## src/sv/postfix_stack_evaluator_defines.svh

```systemverilog
// Assertion macros shared by the postfix stack evaluator RTL.
// No dependencies; files that assert include this header by name.
`ifndef POSTFIX_STACK_EVALUATOR_DEFINES_SVH
`define POSTFIX_STACK_EVALUATOR_DEFINES_SVH

`ifndef SYNTH
// Property that must hold at every clock edge outside reset.
`define PSE_ASSERT(lbl, clk_s, rst_n_s, prop) \
	lbl: assert property (@(posedge clk_s) disable iff (!rst_n_s) (prop)) \
		else $error("postfix_stack_evaluator: assertion failed");
// Consequent must hold in the cycle after the antecedent.
`define PSE_ASSERT_NEXT(lbl, clk_s, rst_n_s, ante, cons) \
	lbl: assert property (@(posedge clk_s) disable iff (!rst_n_s) (ante) |=> (cons)) \
		else $error("postfix_stack_evaluator: assertion failed");
`else
`define PSE_ASSERT(lbl, clk_s, rst_n_s, prop)
`define PSE_ASSERT_NEXT(lbl, clk_s, rst_n_s, ante, cons)
`endif

`endif

```

## src/sv/pse_pkg.sv

```systemverilog
// Types and constants for the postfix stack evaluator.
// No dependencies; used by the cell, the top level and the testbench.
`timescale 1ns / 1ps

package pse_pkg;

	localparam int STATUS_W = 3;
	localparam int OUT_VALUE_W = 16;

	localparam logic [STATUS_W-1:0] ST_OK        = 3'd0;
	localparam logic [STATUS_W-1:0] ST_UNDERFLOW = 3'd1;
	localparam logic [STATUS_W-1:0] ST_OVERFLOW  = 3'd2;
	localparam logic [STATUS_W-1:0] ST_DIVZERO   = 3'd3;
	localparam logic [STATUS_W-1:0] ST_EMPTY     = 3'd4;

	localparam logic [7:0] CH_ZERO  = 8'h30;
	localparam logic [7:0] CH_NINE  = 8'h39;
	localparam logic [7:0] CH_PLUS  = 8'h2B;
	localparam logic [7:0] CH_MINUS = 8'h2D;
	localparam logic [7:0] CH_TIMES = 8'h2A;
	localparam logic [7:0] CH_SLASH = 8'h2F;

	typedef struct packed {
		logic [7:0] char_code;
		logic       is_last;
	} item_t;

	typedef struct packed {
		logic signed [OUT_VALUE_W-1:0] value;
		logic [STATUS_W-1:0]           status;
	} result_t;

	// Shift control for one stack cell.
	typedef struct packed {
		logic take_above;
		logic take_below;
	} cell_ctrl_t;

endpackage

```

## src/sv/pse_cell.sv

```systemverilog
// One entry of the shifting operand stack.
// Depends on pse_pkg for the cell control struct.
`timescale 1ns / 1ps

module pse_cell #(
	parameter int VALUE_WIDTH = 16
) (
	input  logic                    clk,
	input  pse_pkg::cell_ctrl_t     ctrl,
	input  logic [VALUE_WIDTH-1:0]  above,
	input  logic [VALUE_WIDTH-1:0]  below,
	output logic [VALUE_WIDTH-1:0]  val
);

	logic [VALUE_WIDTH-1:0] val_q;

	always_ff @(posedge clk) begin
		priority if (ctrl.take_above) begin
			val_q <= above;
		end else if (ctrl.take_below) begin
			val_q <= below;
		end else begin
			val_q <= val_q;
		end
	end

	assign val = val_q;

endmodule

```

## src/sv/pse_divider.sv

```systemverilog
// Iterative signed divider, one quotient bit per cycle, truncating toward zero.
// No package dependencies; instantiated by the top level.
`timescale 1ns / 1ps

module pse_divider #(
	parameter int VALUE_WIDTH = 16
) (
	input  logic                   clk,
	input  logic                   arst_n,
	input  logic                   start,
	input  logic [VALUE_WIDTH-1:0] dividend,
	input  logic [VALUE_WIDTH-1:0] divisor,
	output logic                   done,
	output logic [VALUE_WIDTH-1:0] quotient
);

	localparam int W = VALUE_WIDTH;
	localparam int CNT_W = $clog2(W);

	logic             busy_q;
	logic             done_q;
	logic [CNT_W-1:0] cnt_q;
	logic [W-1:0]     rem_q;
	logic [W-1:0]     quo_q;
	logic [W-1:0]     dsr_q;
	logic             neg_q;

	logic [W-1:0] a_abs;
	logic [W-1:0] b_abs;
	logic [W:0]   trial;
	logic         fit;
	logic [W-1:0] rem_n;
	logic [W-1:0] quo_n;

	// The magnitude of the most negative value still fits as unsigned.
	assign a_abs = dividend[W-1] ? W'(-dividend) : dividend;
	assign b_abs = divisor[W-1] ? W'(-divisor) : divisor;

	assign trial = {rem_q, quo_q[W-1]} - {1'b0, dsr_q};
	assign fit = !trial[W];
	assign rem_n = fit ? trial[W-1:0] : {rem_q[W-2:0], quo_q[W-1]};
	assign quo_n = {quo_q[W-2:0], fit};

	always_ff @(posedge clk or negedge arst_n) begin
		if (!arst_n) begin
			busy_q <= 1'b0;
			done_q <= 1'b0;
			cnt_q <= '0;
		end else begin
			done_q <= busy_q && (cnt_q == CNT_W'(W - 1));
			if (start) begin
				busy_q <= 1'b1;
				cnt_q <= '0;
			end else if (busy_q) begin
				cnt_q <= cnt_q + CNT_W'(1);
				if (cnt_q == CNT_W'(W - 1)) begin
					busy_q <= 1'b0;
				end
			end
		end
	end

	always_ff @(posedge clk) begin
		if (start) begin
			rem_q <= '0;
			quo_q <= a_abs;
			dsr_q <= b_abs;
			neg_q <= dividend[W-1] ^ divisor[W-1];
		end else if (busy_q) begin
			rem_q <= rem_n;
			quo_q <= quo_n;
		end
	end

	assign done = done_q;
	assign quotient = neg_q ? W'(-quo_q) : quo_q;

endmodule

```

## src/sv/postfix_stack_evaluator.sv

```systemverilog
// Postfix expression evaluator built on a shifting stack of cells.
// Depends on pse_pkg, pse_cell, pse_divider and the assertion macro header.
//
// Usage: one ASCII character per input transaction on item_valid/item_stall/
// item_data; is_last marks the final character of an expression. Digits push,
// + - * / pop two operands and push the result; other characters are ignored.
// After the last character one result transaction (top of stack and status)
// leaves on result_valid/result_stall/result_data, and the stack is cleared.
// Steps: a digit, an ignored character, + or - is finished on acceptance; * is a
// registered multiply, then write back; / waits for the divider, which produces
// one quotient bit per cycle. An operator with fewer than two operands, and a
// division by zero, are finished on acceptance like +. After the last character
// the top of stack is moved into the output register in a separate emit step.
// item_stall is high while an item is being worked on.
// The output register holds a finished result while the receiver stalls; new
// characters are still taken, and only the next end of expression waits for
// the output register to empty. Reset clears the stack count, the error code
// and the output valid; stack cells are not cleared.
`timescale 1ns / 1ps
`include "postfix_stack_evaluator_defines.svh"

module postfix_stack_evaluator #(
	parameter int STACK_DEPTH = 16,
	parameter int VALUE_WIDTH = 16
) (
	input  logic             clk,
	input  logic             arst_n,
	input  logic             item_valid,
	output logic             item_stall,
	input  pse_pkg::item_t   item_data,
	output logic             result_valid,
	input  logic             result_stall,
	output pse_pkg::result_t result_data
);

	localparam int W = VALUE_WIDTH;
	localparam int CW = $clog2(STACK_DEPTH + 1);

	typedef enum logic [3:0] {
		S_IDLE = 4'b0001,
		S_MUL  = 4'b0010,
		S_DIV  = 4'b0100,
		S_EMIT = 4'b1000
	} state_t;

	state_t                     state_q, state_d;
	logic [CW-1:0]              count_q, count_d;
	logic [pse_pkg::STATUS_W-1:0] err_q, err_d;
	logic                       last_q, last_d;
	logic [W-1:0]               prod_s1;
	logic                       result_valid_q;
	pse_pkg::result_t           result_q;

	logic [W-1:0]   cell_val [STACK_DEPTH];
	logic [W-1:0]   top_v;
	logic [W-1:0]   next_v;
	logic [2*W-1:0] prod_full;
	logic [W-1:0]   load_val;
	logic           push;
	logic           replace;
	logic           prod_load;
	logic           div_start;
	logic           div_done;
	logic [W-1:0]   div_quo;
	logic           out_load;
	logic           is_digit;
	logic           is_add;
	logic           is_sub;
	logic           is_mul;
	logic           is_div;
	logic           is_op;
	logic           can_push;
	logic           has_two;

	pse_pkg::cell_ctrl_t ctrl_top;
	pse_pkg::cell_ctrl_t ctrl_rest;

	assign top_v = cell_val[0];
	assign next_v = cell_val[1];

	assign is_digit = (item_data.char_code >= pse_pkg::CH_ZERO)
		&& (item_data.char_code <= pse_pkg::CH_NINE);
	assign is_add = item_data.char_code == pse_pkg::CH_PLUS;
	assign is_sub = item_data.char_code == pse_pkg::CH_MINUS;
	assign is_mul = item_data.char_code == pse_pkg::CH_TIMES;
	assign is_div = item_data.char_code == pse_pkg::CH_SLASH;
	assign is_op = is_add || is_sub || is_mul || is_div;

	assign can_push = count_q < CW'(STACK_DEPTH);
	assign has_two = count_q >= CW'(2);

	assign item_stall = (state_q != S_IDLE);

	// Only the low W bits of the product are kept; they do not depend on sign.
	assign prod_full = {{W{1'b0}}, top_v} * {{W{1'b0}}, next_v};

	always_comb begin
		state_d = state_q;
		count_d = count_q;
		err_d = err_q;
		last_d = last_q;
		push = 1'b0;
		replace = 1'b0;
		load_val = '0;
		prod_load = 1'b0;
		div_start = 1'b0;
		out_load = 1'b0;
		unique case (state_q)
			S_IDLE: begin
				if (item_valid) begin
					last_d = item_data.is_last;
					state_d = item_data.is_last ? S_EMIT : S_IDLE;
					if (is_digit) begin
						if (can_push) begin
							push = 1'b1;
							load_val = W'(item_data.char_code[3:0]);
							count_d = count_q + CW'(1);
						end else if (err_q == pse_pkg::ST_OK) begin
							err_d = pse_pkg::ST_OVERFLOW;
						end
					end else if (is_op) begin
						if (!has_two) begin
							if (err_q == pse_pkg::ST_OK) begin
								err_d = pse_pkg::ST_UNDERFLOW;
							end
						end else begin
							priority if (is_add) begin
								replace = 1'b1;
								load_val = next_v + top_v;
								count_d = count_q - CW'(1);
							end else if (is_sub) begin
								replace = 1'b1;
								load_val = next_v - top_v;
								count_d = count_q - CW'(1);
							end else if (is_mul) begin
								prod_load = 1'b1;
								state_d = S_MUL;
							end else if (top_v == '0) begin
								// Division by zero leaves a zero in place of both operands.
								replace = 1'b1;
								load_val = '0;
								count_d = count_q - CW'(1);
								if (err_q == pse_pkg::ST_OK) begin
									err_d = pse_pkg::ST_DIVZERO;
								end
							end else begin
								div_start = 1'b1;
								state_d = S_DIV;
							end
						end
					end
				end
			end
			S_MUL: begin
				replace = 1'b1;
				load_val = prod_s1;
				count_d = count_q - CW'(1);
				state_d = last_q ? S_EMIT : S_IDLE;
			end
			S_DIV: begin
				if (div_done) begin
					replace = 1'b1;
					load_val = div_quo;
					count_d = count_q - CW'(1);
					state_d = last_q ? S_EMIT : S_IDLE;
				end
			end
			S_EMIT: begin
				if (!result_valid_q || !result_stall) begin
					out_load = 1'b1;
					count_d = '0;
					err_d = pse_pkg::ST_OK;
					state_d = S_IDLE;
				end
			end
			default: begin
				state_d = S_IDLE;
			end
		endcase
	end

	// A push shifts every cell down; a replace pops one and overwrites the top.
	assign ctrl_top.take_above = push || replace;
	assign ctrl_top.take_below = 1'b0;
	assign ctrl_rest.take_above = push;
	assign ctrl_rest.take_below = replace;

	for (genvar i = 0; i < STACK_DEPTH; i++) begin : g_cell
		if (i == 0) begin : g_top
			pse_cell #(.VALUE_WIDTH(W)) u_cell (
				.clk   (clk),
				.ctrl  (ctrl_top),
				.above (load_val),
				.below (cell_val[1]),
				.val   (cell_val[0])
			);
		end else if (i == STACK_DEPTH - 1) begin : g_bottom
			pse_cell #(.VALUE_WIDTH(W)) u_cell (
				.clk   (clk),
				.ctrl  (ctrl_rest),
				.above (cell_val[i-1]),
				.below ({W{1'b0}}),
				.val   (cell_val[i])
			);
		end else begin : g_mid
			pse_cell #(.VALUE_WIDTH(W)) u_cell (
				.clk   (clk),
				.ctrl  (ctrl_rest),
				.above (cell_val[i-1]),
				.below (cell_val[i+1]),
				.val   (cell_val[i])
			);
		end
	end

	pse_divider #(.VALUE_WIDTH(W)) u_divider (
		.clk      (clk),
		.arst_n   (arst_n),
		.start    (div_start),
		.dividend (next_v),
		.divisor  (top_v),
		.done     (div_done),
		.quotient (div_quo)
	);

	always_ff @(posedge clk or negedge arst_n) begin
		if (!arst_n) begin
			state_q <= S_IDLE;
			count_q <= '0;
			err_q <= pse_pkg::ST_OK;
			last_q <= 1'b0;
			result_valid_q <= 1'b0;
		end else begin
			state_q <= state_d;
			count_q <= count_d;
			err_q <= err_d;
			last_q <= last_d;
			if (out_load) begin
				result_valid_q <= 1'b1;
			end else if (!result_stall) begin
				result_valid_q <= 1'b0;
			end
		end
	end

	always_ff @(posedge clk) begin
		if (prod_load) begin
			prod_s1 <= prod_full[W-1:0];
		end
		if (out_load) begin
			result_q.value <= (count_q == '0) ? '0
				: pse_pkg::OUT_VALUE_W'($signed(top_v));
			if (err_q != pse_pkg::ST_OK) begin
				result_q.status <= err_q;
			end else if (count_q == '0) begin
				result_q.status <= pse_pkg::ST_EMPTY;
			end else begin
				result_q.status <= pse_pkg::ST_OK;
			end
		end
	end

	assign result_valid = result_valid_q;
	assign result_data = result_q;

	`PSE_ASSERT(a_count_bound, clk, arst_n, count_q <= CW'(STACK_DEPTH))
	`PSE_ASSERT(a_div_done_in_div, clk, arst_n, !div_done || (state_q == S_DIV))
	`PSE_ASSERT_NEXT(a_emit_clears, clk, arst_n, out_load, result_valid_q && (count_q == '0) && (err_q == pse_pkg::ST_OK))
	`PSE_ASSERT_NEXT(a_ignored_holds, clk, arst_n, (state_q == S_IDLE) && item_valid && !is_op && !is_digit && !item_data.is_last, $stable(count_q) && (state_q == S_IDLE))

endmodule

```

## config.mk

```make
export PLATFORM = sky130hd
export DESIGN_NAME = postfix_stack_evaluator
export DESIGN_NICKNAME = d
export VERILOG_FILES = /design/src/sv/pse_pkg.sv /design/src/sv/pse_cell.sv /design/src/sv/pse_divider.sv /design/src/sv/postfix_stack_evaluator.sv
export VERILOG_INCLUDE_DIRS = /design/src /design/src/sv
export SDC_FILE = /design/constraint.sdc
export NUM_CORES = 1
export LEC_CHECK = 0
export BUFFER_PORTS_ARGS = -buffer_cell sky130_fd_sc_hd__buf_4
export CAP_MARGIN = 20
export CORE_MARGIN = 3
export CORE_UTILIZATION = 60
export CTS_BUF_LIST = sky130_fd_sc_hd__clkbuf_2 sky130_fd_sc_hd__clkbuf_4 sky130_fd_sc_hd__clkbuf_8
export DETAILED_ROUTE_END_ITERATION = 8
export PLACE_DENSITY = 0.85
export SYNTH_ARGS = -nofsm -noshare
export SYNTH_HDL_FRONTEND = slang
export SYNTH_SLANG_ARGS = --single-unit
```

## constraint.sdc

```tcl
create_clock -name clk -period 19.4 [get_ports clk]
set_input_delay 2.91 -clock clk [delete_from_list [all_inputs] [get_ports clk]]
set_output_delay 2.91 -clock clk [all_outputs]
set_load 0.02 [all_outputs]
```

==> flow_summary.json <==
{
  "drt_pre_antenna_iters": 6,
  "fin_crit_ps": 6667,
  "critPathLaunch": "item_data[8]",
  "cts_buffer_depth": 3,
  "layout-drive-gt1-share_pct": 21.16,
  "yosysWarnings": 0,
  "top_usage_layer": "met2",
  "syn_to_final_growth_pct": 8.562,
  "cts_hold_buffers": 0,
  "synth_area_sq_um": 22040,
  "setup_slack_ps": 12730,
  "rsz0062_at_grt": "false",
  "final_area_sq_um": 23920,
  "cts.sinks": 359,
  "dp_slack_ps": 11970,
  "drv_slew": 0,
  "initial_core_util_pct": 61.36,
  "nets": 2071,
  "synth_cell_types": 79,
  "tightest_slew_ps": 1038,
  "worstPathRequired_ps": 19620,
  "critPathKind": "primary input to register",
  "start_kind": "primary input",
  "grtUsageMet3_pct": 5.424,
  "met1_usage_pct": 33.10,
  "status": "finished, final reports clean",
  "global_route.overflow_total": 0,
  "hold_viol_final": 0,
  "slew_headroom_pct": 30.80,
  "place_hpwl_um": 32030,
  "path_clk_slew_ps": 60,
  "die_area_sq_um": 39060,
  "num_vias": 14350,
  "worstHoldStart": "u_divider.rem_q[1]",
  "ant_nets": 0,
  "ctsResizeCount": 0,
  "port_buffers": 33,
  "synth_ff_type": "edfxtp_1",
  "cts_root_buf": "clkbuf_8",
  "period_share_pct": 34.37,
  "regToRegStartpoint": "g_cell[0].g_top.u_cell.val[5]",
  "grt_use_met2_pct": 40.03,
  "hold_path_class": "register to register",
  "drc": 0,
  "cp_data_arrival_time_ps": 6880,
  "cellLeakagePower_nw": 9.085,
  "ys_seq_area_share_pct": 47.77,
  "cts-buffers-inserted": 58,
  "antenna_cells": 0,
  "io_pins": 34,
  "fin_util_pct": 66.61,
  "gp_congestion": 0.9062,
  "synthCells": 1849,
  "grt_pass1_vias": 14650,
  "post_drt_wl_per_cell_um": 20.21,
  "vdd_ir_drop_max_uv": 102.4,
  "setup_violations": 0,
  "core_sq_um": 35910,
  "synth_edf_count": 324,
  "insertion_delay_ps": 630,
  "cellPowerDensity_nw_per_um2": 138.8,
  "drtIter0Drc": 1293,
  "placementRows": 69,
  "r2r_setup_slack_ps": 13450,
  "clock_skew_ps": 37.56,
  "avgSynthCellArea_sq_um": 11.92,
  "grt_max_degree": 105,
  "end_kind": "register",
  "fp.dieH_um": 197.6,
  "fin_tns_setup_ps": 0,
  "post_dp_cell_area_sq_um": 22640,
  "path_max_fanout": 82,
  "grt_util_all_layers_pct": 24.80,
  "tritoncts": "yes",
  "cts_setup_buffers": 0,
  "avgViaCountPerCell": 6.040,
  "grt_pass1_wl_um": 76940,
  "max_freq_ghz": 0.1500,
  "synth_nets": 2048,
  "max_cap_violations": 0,
  "synth-async-reset-ratio_pct": 5.292,
  "antenna_found_initial": 0,
  "die_w_um": 197.6,
  "synth.ff_latch_count": 359,
  "htree_levels": 2,
  "routed_wl_um": 48000
}
-- flip-flops by register name, indices dropped and copies added, names as in the netlist, 2 cells and up --
| signal | cells |
|---|---|
| state_q | 4 |
| g_cell.g_mid.u_cell.val | 224 |
| u_divider.quo_q | 16 |
| err_q | 2 |
| u_divider.cnt_q | 4 |
| u_divider.dsr_q | 16 |
| g_cell.g_bottom.u_cell.val | 16 |
| g_cell.g_top.u_cell.val | 16 |
| u_divider.rem_q | 16 |
| result_data | 19 |
| prod_s1 | 16 |
| count_q | 5 |
-- per-layer routing --
layer	part of all wire, %	vias up
li1	-	6640
met1	41	6965
met2	47	595
met3	8.2	145
met4	3.9	0
met5	0	-
-- cell families (layout without fill, tap and decap cells) --
group | count (synthesis) | in the layout | synth area share (%)
AO/OA/AOI/OAI | 271 | 271 | 8.142
XOR/XNOR | 104 | 104 | 4.134
adder cells (fa/ha/maj) | 186 | 186 | 13.35
buffers and inverters | 269 | 334 | 4.832
flip-flops | 359 | 359 | 47.77
multiplexers | 244 | 244 | 12.39
AND/OR/NAND/NOR | 416 | 416 | 9.374
-- cell usage in the layout (no fill, tap or decap), types with 12 or more instances in the layout --
| master | Yosys | routed |
|---|---|---|
| a21oi_1 | 56 | 55 |
| and2_1 | 69 | 69 |
| buf_4 | 1 | 53 |
| clkbuf_4 | 0 | 19 |
| clkbuf_8 | 0 | 59 |
| clkinv_1 | 0 | 12 |
| dfrtp_1 | 18 | 18 |
| dfxtp_1 | 16 | 16 |
| edfxtp_1 | 324 | 324 |
| fa_1 | 82 | 82 |
| ha_1 | 104 | 104 |
| inv_1 | 176 | 176 |
| mux2_2 | 227 | 227 |
| mux2i_1 | 16 | 16 |
| nand2_1 | 135 | 135 |
| nand3_1 | 14 | 14 |
| nor2_1 | 85 | 84 |
| nor2b_1 | 12 | 12 |
| nor3_1 | 29 | 28 |
| o21ai_0 | 66 | 66 |
| o21ai_1 | 15 | 15 |
| o31ai_1 | 25 | 25 |
| or3_1 | 13 | 13 |
| xnor2_1 | 76 | 76 |
| xor2_1 | 28 | 28 |
-- cells in the mapped netlist (all sizes together) (15+ instances only) --
cell	instances	area share, %
nor2	85	1.4
nand2	135	2.3
inv	176	3.0
nand3	15	0.36
dfxtp	16	1.5
o21ai	82	1.9
mux2i	16	0.73
nor3	30	0.70
mux2	228	12
xor2	28	1.1
buf	21	0.61
edfxtp	324	44
o31ai	26	0.91
and2	69	2.0
xnor2	76	3.0
a21oi	57	1.3
fa	82	7.4
ha	104	5.9
dfrtp	18	2.0
clkbuf	72	1.2
-- final timing paths --
check / end / depth (start not counted)
max reg2reg: prod_s1[14] / 19
min in group asynchronous: u_divider.cnt_q[0] / 1
min reg2reg: u_divider.rem_q[1] / 2
max in group asynchronous: state_q[0] / 1
max: g_cell[14].g_mid.u_cell.val[0] / 10
min: u_divider.rem_q[1] / 2
-- power breakdown --
group          total [mW]  internal (mW)  switching [mW]
sequential           1.14           1.04           0.102
combinational        1.50          0.673           0.822
clock               0.686          0.385           0.301
total                3.32           2.10            1.23
-- worst max-delay path, stage by stage --
cell	delay [ps]
buf_4	110
or3b_4	410
or4_1	850
o21ai_2	220
a21oi_2	100
o221ai_2	160
nand3_2	220
nor2_4	130
buf_4	750
buf_4	930
-- stage by stage --
stage | power, mW | hold WS [ps] | std cells
CTS | 3.329 | 486.7 | 2372
global placement | 2.569 | 469.9 | 2270
global route | 3.581 | 503.1 | 2375
finish | 3.321 | 496.9 | 2375
detailed placement | 2.628 | 477.4 | 2270
floorplan | 2.324 | 449.7 | 1849
-- area by class of cell --
cell class                 count  area, sq um
sequential                   359        10530
fill                        2550        11990
multi-input combinational   1221        10480
inverter                     176        660.6
tap                          461        576.8
timing repair buffer          56        480.5
clock inverter                24        244.0
clock buffer                  78        954.7
No activity file was read; power rests on OpenSTA's default activity.
